--- src/hdl/lni_pkg.sv ---
// Shared constants, codes and types for the line number inserter.
`default_nettype none

package lni_pkg;

    localparam int NUMBER_BUFFER = 20;
    localparam int MIN_WIDTH     = 6;
    localparam int DIGIT_CAP     = NUMBER_BUFFER - 2;
    localparam int MIN_W_CAP     = (MIN_WIDTH > DIGIT_CAP) ? DIGIT_CAP : MIN_WIDTH;
    localparam int IDX_W         = $clog2(DIGIT_CAP);
    localparam int CNT_W         = $clog2(DIGIT_CAP + 1);

    localparam logic [7:0] CHAR_ZERO  = 8'h30;
    localparam logic [7:0] CHAR_SPACE = 8'h20;
    localparam logic [7:0] CHAR_GT    = 8'h3E;
    localparam logic [7:0] CHAR_TAB   = 8'h09;
    localparam logic [7:0] CHAR_NL    = 8'h0A;

    localparam logic [3:0] DIGIT_NINE = 4'd9;

    localparam logic [1:0] MODE_NONE     = 2'd0;
    localparam logic [1:0] MODE_ALL      = 2'd1;
    localparam logic [1:0] MODE_NONBLANK = 2'd2;

    typedef logic [3:0] digit_t;

    // command from the sequencer to the digit ring
    typedef struct packed {
        logic             inc;     // increment step, ring rotates towards slot 0
        logic             rot_up;  // display step, ring rotates towards the top slot
        logic [IDX_W-1:0] step;    // ring position handled this cycle
    } ring_cmd_t;

    // ring status back to the sequencer
    typedef struct packed {
        logic [CNT_W-1:0] digit_count;
        logic             overflow;
        digit_t           top_digit;
    } ring_stat_t;

endpackage

`default_nettype wire

--- src/hdl/line_number_inserter.sv ---
// Top level of the line number inserter: mode register, sequencer and digit ring.
//
//   port group   dir  handshake          payload
//   s_*          in   s_valid/s_ready    s_data_byte[7:0]
//   m_*          out  m_valid/m_ready    m_out_byte[7:0], m_last_of_run
//   cfg_*        in   cfg_wr_en          cfg_wr_data[1:0] (number mode)
//
// Plain text that gets no prefix streams at one word per cycle while the output is not stalled.
// For a numbered line start the word is accepted, then one pass round the digit ring increments,
// one pass displays, then the tab and the input word go out; no new word is taken meanwhile.
// Output back-pressure stalls the sequencer only on cycles that emit or accept a word.
// Reset is synchronous, active low: counter 1 digit of zero, mode off, at line start.
`default_nettype none

module line_number_inserter import lni_pkg::*; (
    input  wire logic       aclk,
    input  wire logic       aresetn,
    input  wire logic       cfg_wr_en,
    input  wire logic [1:0] cfg_wr_data,
    input  wire logic       s_valid,
    output logic            s_ready,
    input  wire logic [7:0] s_data_byte,
    output logic            m_valid,
    input  wire logic       m_ready,
    output logic [7:0]      m_out_byte,
    output logic            m_last_of_run
);

    logic [1:0] number_mode_reg, number_mode_next;
    ring_cmd_t  cmd;
    ring_stat_t stat;

    assign number_mode_next = cfg_wr_en ? cfg_wr_data : number_mode_reg;

    always_ff @(posedge aclk) begin
        if (!aresetn) begin
            number_mode_reg <= MODE_NONE;
        end else begin
            number_mode_reg <= number_mode_next;
        end
    end

    lni_ctrl u_ctrl (
        .aclk          (aclk),
        .aresetn       (aresetn),
        .number_mode   (number_mode_reg),
        .s_valid       (s_valid),
        .s_ready       (s_ready),
        .s_data_byte   (s_data_byte),
        .m_valid       (m_valid),
        .m_ready       (m_ready),
        .m_out_byte    (m_out_byte),
        .m_last_of_run (m_last_of_run),
        .cmd           (cmd),
        .stat          (stat)
    );

    lni_counter u_counter (
        .aclk    (aclk),
        .aresetn (aresetn),
        .cmd     (cmd),
        .stat    (stat)
    );

endmodule

`default_nettype wire

--- src/hdl/lni_counter.sv ---
// Decimal line counter held as a rotating ring of BCD digits, one digit per cycle.
`default_nettype none

module lni_counter import lni_pkg::*; (
    input  wire logic       aclk,
    input  wire logic       aresetn,
    input  wire ring_cmd_t  cmd,
    output ring_stat_t      stat
);

    localparam logic [IDX_W-1:0] LAST_STEP = IDX_W'(DIGIT_CAP - 1);

    digit_t           ring_reg  [DIGIT_CAP];
    digit_t           ring_next [DIGIT_CAP];
    logic [CNT_W-1:0] dc_reg, dc_next;
    logic             ovf_reg, ovf_next;
    logic             carry_reg, carry_next;

    logic             carry_in;
    digit_t           low_digit;
    digit_t           new_digit;
    logic             carry_out;
    logic [CNT_W-1:0] step_ext;

    always_comb begin
        step_ext  = CNT_W'(cmd.step);
        low_digit = ring_reg[0];
        carry_in  = (cmd.step == '0) ? 1'b1 : carry_reg;
        new_digit = low_digit;
        carry_out = carry_in;
        dc_next   = dc_reg;
        ovf_next  = ovf_reg;

        if (step_ext < dc_reg) begin
            if (carry_in) begin
                if (low_digit < DIGIT_NINE) begin
                    new_digit = low_digit + 4'd1;
                    carry_out = 1'b0;
                end else begin
                    new_digit = '0;
                    carry_out = 1'b1;
                end
            end
        end else if (step_ext == dc_reg && carry_in) begin
            // counter grows by one digit
            new_digit = 4'd1;
            carry_out = 1'b0;
            if (cmd.inc) begin
                dc_next = dc_reg + CNT_W'(1);
            end
        end

        if (cmd.inc && cmd.step == LAST_STEP && carry_out) begin
            ovf_next = 1'b1;
        end
        carry_next = cmd.inc ? carry_out : carry_reg;

        for (int j = 0; j < DIGIT_CAP; j++) begin
            ring_next[j] = ring_reg[j];
        end
        if (cmd.inc) begin
            for (int j = 0; j < DIGIT_CAP - 1; j++) begin
                ring_next[j] = ring_reg[j + 1];
            end
            ring_next[DIGIT_CAP - 1] = new_digit;
        end else if (cmd.rot_up) begin
            for (int j = 1; j < DIGIT_CAP; j++) begin
                ring_next[j] = ring_reg[j - 1];
            end
            ring_next[0] = ring_reg[DIGIT_CAP - 1];
        end
    end

    always_ff @(posedge aclk) begin
        if (!aresetn) begin
            for (int j = 0; j < DIGIT_CAP; j++) begin
                ring_reg[j] <= '0;
            end
            dc_reg    <= CNT_W'(1);
            ovf_reg   <= 1'b0;
            carry_reg <= 1'b0;
        end else begin
            for (int j = 0; j < DIGIT_CAP; j++) begin
                ring_reg[j] <= ring_next[j];
            end
            dc_reg    <= dc_next;
            ovf_reg   <= ovf_next;
            carry_reg <= carry_next;
        end
    end

    assign stat.digit_count = dc_reg;
    assign stat.overflow    = ovf_reg;
    assign stat.top_digit   = ring_reg[DIGIT_CAP - 1];

endmodule

`default_nettype wire

--- src/hdl/lni_ctrl.sv ---
// Sequencer: input word capture, prefix generation and output register.
`default_nettype none

module lni_ctrl import lni_pkg::*; (
    input  wire logic       aclk,
    input  wire logic       aresetn,
    input  wire logic [1:0] number_mode,
    input  wire logic       s_valid,
    output logic            s_ready,
    input  wire logic [7:0] s_data_byte,
    output logic            m_valid,
    input  wire logic       m_ready,
    output logic [7:0]      m_out_byte,
    output logic            m_last_of_run,
    output ring_cmd_t       cmd,
    input  wire ring_stat_t stat
);

    localparam logic [2:0] S_IDLE = 3'd0;
    localparam logic [2:0] S_INC  = 3'd1;
    localparam logic [2:0] S_PFX  = 3'd2;
    localparam logic [2:0] S_TAB  = 3'd3;
    localparam logic [2:0] S_BYTE = 3'd4;

    localparam logic [IDX_W-1:0] LAST_STEP = IDX_W'(DIGIT_CAP - 1);

    logic [2:0]       state_reg, state_next;
    logic [IDX_W-1:0] step_reg, step_next;
    logic [7:0]       byte_reg, byte_next;
    logic             line_start_reg, line_start_next;
    logic             m_valid_reg, m_valid_next;
    logic [7:0]       m_byte_reg, m_byte_next;
    logic             m_last_reg, m_last_next;

    logic             slot_free;
    logic             accept;
    logic             is_nl;
    logic             number_it;
    logic [IDX_W-1:0] pos;
    logic [CNT_W-1:0] pos_ext;
    logic             pos_digit;
    logic             pfx_emit;
    logic [7:0]       pfx_char;
    logic             load;

    assign slot_free = !m_valid_reg || m_ready;
    assign s_ready   = (state_reg == S_IDLE) && slot_free;
    assign accept    = s_valid && s_ready;
    assign is_nl     = (s_data_byte == CHAR_NL);
    assign number_it = line_start_reg &&
                       (number_mode == MODE_ALL ||
                        (number_mode == MODE_NONBLANK && !is_nl));

    // display pass walks from the top ring position down to zero
    assign pos       = LAST_STEP - step_reg;
    assign pos_ext   = CNT_W'(pos);
    assign pos_digit = pos_ext < stat.digit_count;
    assign pfx_emit  = pos_digit || (pos_ext < CNT_W'(MIN_W_CAP));

    always_comb begin
        if (!pos_digit) begin
            pfx_char = CHAR_SPACE;
        end else if (stat.overflow && pos == LAST_STEP) begin
            pfx_char = CHAR_GT;
        end else begin
            pfx_char = CHAR_ZERO + {4'b0000, stat.top_digit};
        end
    end

    always_comb begin
        state_next      = state_reg;
        step_next       = step_reg;
        byte_next       = byte_reg;
        line_start_next = line_start_reg;
        m_byte_next     = m_byte_reg;
        m_last_next     = m_last_reg;
        load            = 1'b0;
        cmd.inc         = 1'b0;
        cmd.rot_up      = 1'b0;
        cmd.step        = step_reg;

        unique case (state_reg)
            S_IDLE: begin
                if (accept) begin
                    line_start_next = is_nl;
                    if (number_it) begin
                        byte_next  = s_data_byte;
                        step_next  = '0;
                        state_next = S_INC;
                    end else begin
                        load        = 1'b1;
                        m_byte_next = s_data_byte;
                        m_last_next = 1'b1;
                    end
                end
            end
            S_INC: begin
                cmd.inc = 1'b1;
                if (step_reg == LAST_STEP) begin
                    step_next  = '0;
                    state_next = S_PFX;
                end else begin
                    step_next = step_reg + IDX_W'(1);
                end
            end
            S_PFX: begin
                if (!pfx_emit || slot_free) begin
                    cmd.rot_up = 1'b1;
                    if (pfx_emit) begin
                        load        = 1'b1;
                        m_byte_next = pfx_char;
                        m_last_next = 1'b0;
                    end
                    if (step_reg == LAST_STEP) begin
                        step_next  = '0;
                        state_next = S_TAB;
                    end else begin
                        step_next = step_reg + IDX_W'(1);
                    end
                end
            end
            S_TAB: begin
                if (slot_free) begin
                    load        = 1'b1;
                    m_byte_next = CHAR_TAB;
                    m_last_next = 1'b0;
                    state_next  = S_BYTE;
                end
            end
            S_BYTE: begin
                if (slot_free) begin
                    load        = 1'b1;
                    m_byte_next = byte_reg;
                    m_last_next = 1'b1;
                    state_next  = S_IDLE;
                end
            end
            default: begin
                state_next = S_IDLE;
            end
        endcase

        if (load) begin
            m_valid_next = 1'b1;
        end else if (m_ready) begin
            m_valid_next = 1'b0;
        end else begin
            m_valid_next = m_valid_reg;
        end
    end

    always_ff @(posedge aclk) begin
        if (!aresetn) begin
            state_reg      <= S_IDLE;
            step_reg       <= '0;
            line_start_reg <= 1'b1;
            m_valid_reg    <= 1'b0;
        end else begin
            state_reg      <= state_next;
            step_reg       <= step_next;
            line_start_reg <= line_start_next;
            m_valid_reg    <= m_valid_next;
        end
    end

    always_ff @(posedge aclk) begin
        byte_reg   <= byte_next;
        m_byte_reg <= m_byte_next;
        m_last_reg <= m_last_next;
    end

    assign m_valid       = m_valid_reg;
    assign m_out_byte    = m_byte_reg;
    assign m_last_of_run = m_last_reg;

endmodule

`default_nettype wire

--- config.mk ---
export PLATFORM = sky130hd
export DESIGN_NAME = line_number_inserter
export DESIGN_NICKNAME = d
export VERILOG_FILES = /design/src/hdl/lni_pkg.sv /design/src/hdl/line_number_inserter.sv /design/src/hdl/lni_counter.sv /design/src/hdl/lni_ctrl.sv
export SDC_FILE = /design/constraint.sdc
export NUM_CORES = 1
export LEC_CHECK = 0
export BUFFER_PORTS_ARGS = -buffer_cell sky130_fd_sc_hd__buf_2
export CAP_MARGIN = 10
export CORE_UTILIZATION = 54
export DETAILED_ROUTE_END_ITERATION = 8
export GPL_TIMING_DRIVEN = 0
export PLACE_DENSITY = 0.82
export SLEW_MARGIN = 0
export SYNTH_ARGS = -nofsm -noshare
export SYNTH_HDL_FRONTEND = slang
export SYNTH_HIERARCHICAL = 1
export SYNTH_SLANG_ARGS = --single-unit
--- constraint.sdc ---
create_clock -name aclk -period 3.4 [get_ports aclk]
set_clock_uncertainty 0.2 [all_clocks]
set_input_delay 0.68 -clock aclk [delete_from_list [all_inputs] [get_ports aclk]]
set_output_delay 0.68 -clock aclk [all_outputs]
set_load 0.05 [all_outputs]
After elaboration in Yosys (flattened, before gate mapping)
Memory sizes are Yosys's and may differ from the RTL's.
Cells that the tools add are included.
- $add $sub $neg: 5
- order comparisons: 4
- equal/unequal tests: 19
- mux-type cells: 71
- bitwise logic cells: 19
- reduce and logical (&&, ||, !) cells: 27
- operators with widths (operator ; count):
    72-bit 2-to-1 mux ; 2
    4-bit 2-to-1 mux ; 22
    8-bit 2-to-1 mux ; 8
    8-bit one-hot mux with 4 select lines ; 1
    1-bit 2-to-1 mux ; 23
    3-bit 2-to-1 mux ; 7
    5-bit 2-to-1 mux ; 4
    1-bit bitwise OR ; 18
    2-bit by 1-bit != test with 1-bit output, second input constant ; 8
    3-bit one-hot mux with 5 select lines ; 1
    5-bit one-hot mux with 3 select lines ; 1
    7-bit AND reduction ; 2
    5-bit by 1-bit adder with 5-bit output, second input constant ; 2
    5-bit equality test, second input constant ; 2
    5-bit less-than comparator ; 2
    8-bit by 4-bit equality test with 1-bit output, second input constant ; 1
    1-bit logical AND ; 8
    6-bit by 4-bit adder with 7-bit output, first input constant ; 1
    3-bit by 2-bit equality test with 1-bit output, second input constant ; 2
    3-bit AND reduction ; 2
    5-bit equality test ; 1
    5-bit logical NOT ; 1
    5-bit by 3-bit less-than comparator with 1-bit output, second input constant ; 1
    5-bit subtractor, first input constant ; 1
    19 further kinds ; 24
- bits in registers: 36
- bits in writable memories: 72
- input bits: 15
- output and inout port bits: 11
- logic and storage cells: 157
- memories kept: 1
- memory list (memory ; depth ; width ; rd ports ; clocked after memory_dff ; write ports ; RTL line ; RTL):
    u_counter.ring_reg ; 18 ; 4 ; 18 ; 0 ; 18 ; lni_counter.sv:13 ; digit_t ring_reg [DIGIT_CAP];

Longest topological paths before layout
- word-level depth: 10
- depth in mapped cells: 14
- gate-level depth less buffers: 13

Modules after synthesis
Netlist, hierarchy kept.
- by module, submodules not included (module ; instances ; cells an instance ; area an instance (µm²) ; seq. area each (µm²)):
    lni_counter ; 1 ; 468 ; 4025.1 ; 1581.5
    lni_ctrl ; 1 ; 191 ; 1725.4 ; 710.7
    line_number_inserter ; 1 ; 6 ; 72.6 ; 40.0

Least setup slack after synthesis
No wires, ideal clock.
- kind: reg2reg
- from: register u_ctrl.step_reg[1]
- to: memory u_counter/ring_reg[0][70] (netlist name)
- library setup time: 134 ps
- arrival time: 2688 ps
- required time: 3066 ps
- path slack: 378 ps
- stages on the path, launching flop included: 14
- buffers on the path: 2
- period minus slack after synthesis: 3022 ps
- path through: dfxtp_1 inv_1 ha_1 ha_1 o21ai_0 o21ai_0 o22a_1 o211ai_2 inv_2 buf_2 buf_2 mux2_2 o21ai_0 a31oi_1
- RTL lines (what ; RTL line ; RTL):
    from (decl) ; lni_ctrl.sv:28 ; logic [IDX_W-1:0] step_reg, step_next;
    from (signal assigned) ; lni_ctrl.sv:160 ; step_reg <= step_next;
    to (decl) ; lni_counter.sv:13 ;

==> metrics.txt <==
fmax=0.3043 GHz; ant diodes=0; Detailed Route WL=about 12000 µm; Mapped Area=5823 µm²; r2r startpoint=u_ctrl/step_reg[1]; DR vias/cell=5.631; GR Util All Layers=23.05%; CP arrival=3.35 ns; Power Internal=1.731 mW; Cell variety after synth=64; initial DRC count=between 200 and 300; HP Class=reg2reg; VDD IR max=0.2947 mV; clock tree sinks=108; Rel. slew slack=31.16%; drt pass-1 iters=7; Clock Pin Slew Worst Setup and Hold Paths=0.10 ns; Area after DPL=6118 µm²; H-tree Lvls=3; DR WL/cell=14.70 µm; hold_sp=u_counter/ovf_reg; most common library cell in the layout ignoring fill and taps=nand2_1; syn_nets=696; synthesized flop and latch total=108; CTS tree=done; cts bufs inserted=9; largest net degree at the start of global routing=18; routability cong.=0.8435; share of cells above drive strength 1=11.76%; crit-path cells=nor3_1 -> xnor2_1 -> inv_1 -> ha_1 -> nor2_1 -> a31oi_1 -> o22a_1 -> o211ai_2 -> inv_2 -> buf_2 -> buf_4 -> mux2_2 -> o21ai_0 -> a31oi_1; remaining global-route overflow=0; Slew @ Worst Pin=around 1.0 ns; Root Buffer=clkbuf_8; setup TNS=0 ns; setup violators final=0; IO Count=26; max_cap viols=0; clock share of power=33.7%; Final min period=3.286 ns; CP Launch Type=flop; nets=732; area delta synth->final=8.616%; ys async rst share=0%; DIE WIDTH=105.8 µm; row count=37; Slew Viols, Final=0; Period Utilization, post-route=between 90% and 100%; Core Box Area=10370 µm²; Sw Share=26.18%; PD cells=~370 nW/µm²; total number of yosys warnings=6; Max clock buf depth=2; hold_buf cts=0; CP required=3.46 ns; Worst Hold Margin=~0.3 ns; Clock Latency Late Sink=0.38 ns; Flop pwr share=56.8%; Die H=105.8 µm; antenna violations before repair=0; endpoints failing hold=0; DRC Markers=0; kind of critical path=reg2reg; outcome=complete, no violations; Setup crit end kind=flop; post-DP HPWL=8731 µm; Fillers=910; Top FF cell, synth=dfxtp_1; CP Max Fanout=11; Post-synth EDFFs=17; unrepaired setup endpoints after global routing=true; vias=4741; Port Buf Inserts=25; postcts setup bufs=0; Net Switching=0.6138 mW; max reg flops=72; Critical path origin=u_ctrl/step_reg[1]; syn_area_per_cell=8.757 µm²; number of global-route vias before repair=4553; Leak=around 2.2 nW; Post-Layout Inst Area=6325 µm²; Mapped Cells=665; sequential area share after synthesis=approximately two fifths; Total Die Area=11200 µm²; most frequent cells in the layout=89 x nand2_1, 88 x dfxtp_1, 83 x o21ai_0; Initial Util=between 50% and 60%; slowest stage delay, CP=0.41 ns; Post-CTS Resized=4; most used cell, CP=a31oi_1; Antenna Nets Post-Route=0; CP max-delay cell=dfxtp_4; first-pass GRT wire length=20890 µm; combinational power share=9.5%
-- power by group through the flow --
stage	Clock (mW)	Combinational, mW	Sequential (mW)
floorplan	0	0.125	1.39
global placement	0	0.214	1.36
detailed placement	0	0.218	1.36
CTS	0.813	0.221	1.33
global route	0.854	0.242	1.34
finish	0.789	0.222	1.33
-- critical path: cells and delay by family (launching register included) --
kind | cells | cell delay (ns)
AO/OA/AOI/OAI | 5 | 0.84
XOR/XNOR | 1 | 0.17
adder cells (fa/ha/maj) | 1 | 0.27
buffers and inverters | 4 | 0.64
flip-flops | 1 | 0.41
multiplexers | 1 | 0.36
AND/OR/NAND/NOR | 2 | 0.28
-- cells in the mapped netlist, types with 6 or more instances --
master,count,area share (%)
nor2b_1,13,1.4
nor3_1,6,0.52
edfxtp_1,17,8.8
nand3_1,11,0.95
nand2b_1,6,0.64
nand2_1,89,5.7
buf_2,16,1.4
ha_1,16,3.4
or3_1,6,0.64
clkbuf_1,23,1.5
dfxtp_1,91,31
and2_1,71,7.6
o21ai_0,83,7.1
inv_1,22,1.4
nor2_1,23,1.5
mux2i_1,74,13
a21oi_1,14,1.2
-- cells by family after synthesis --
family	count (synthesis)	share of synthesized area [%]
fa+ha+maj	16	3.438
compound gates	147	15.30
xor+xnor	3	0.4513
buf+inv	69	5.243
simple gates	244	22.02
mux	78	13.49
flops	108	40.05
-- worst paths after layout --
path / endpoint / slack, ns / cells past startpoint
hold reg to reg: u_counter/ovf_reg / 0.30 / 1
setup / recovery: u_counter/ring_reg[0][70] / 0.11 / 14
setup reg to reg: u_counter/ring_reg[0][70] / 0.11 / 14
hold / removal: u_counter/ovf_reg / 0.30 / 1
-- final cells by class --
| type | count | area [µm²] | area share [%] |
|---|---|---|---|
| tap | 136 | 170.2 | 2.690 |
| clock buffer | 10 | 127.6 | 2.018 |
| timing repair buffer | 25 | 125.1 | 1.978 |
| multi-input combinational | 488 | 3189 | 50.43 |
| sequential | 108 | 2338 | 36.97 |
| buffer | 46 | 224.0 | 3.541 |
| inverter | 23 | 86.33 | 1.365 |
| clock inverter | 6 | 63.81 | 1.009 |
-- through the flow --
| step | util [%] | setup slack (ns) | total power, mW | cells |
|---|---|---|---|---|
| after floorplan | - | 0.3779 | 1.518 | 665 |
| after global placement | 59.00 | -0.06186 | 1.576 | 826 |
| after detailed placement | 59.00 | -0.1219 | 1.581 | 826 |
| after CTS | 60.92 | 0.04840 | 2.368 | 842 |
| after global routing | 60.99 | -0.04753 | 2.431 | 842 |
| final | 60.99 | 0.1136 | 2.344 | 842 |
-- per-layer routing --
layer	share of wire, %	track usage [%]	vias to the layer above
li1	-	-	2377
met1	44	27.47	2230
met2	50	40.94	114
met3	4.0	4.391	20
met4	2.0	8.532	0
met5	0	0	-
No activity file was read; power rests on OpenSTA's default activity.
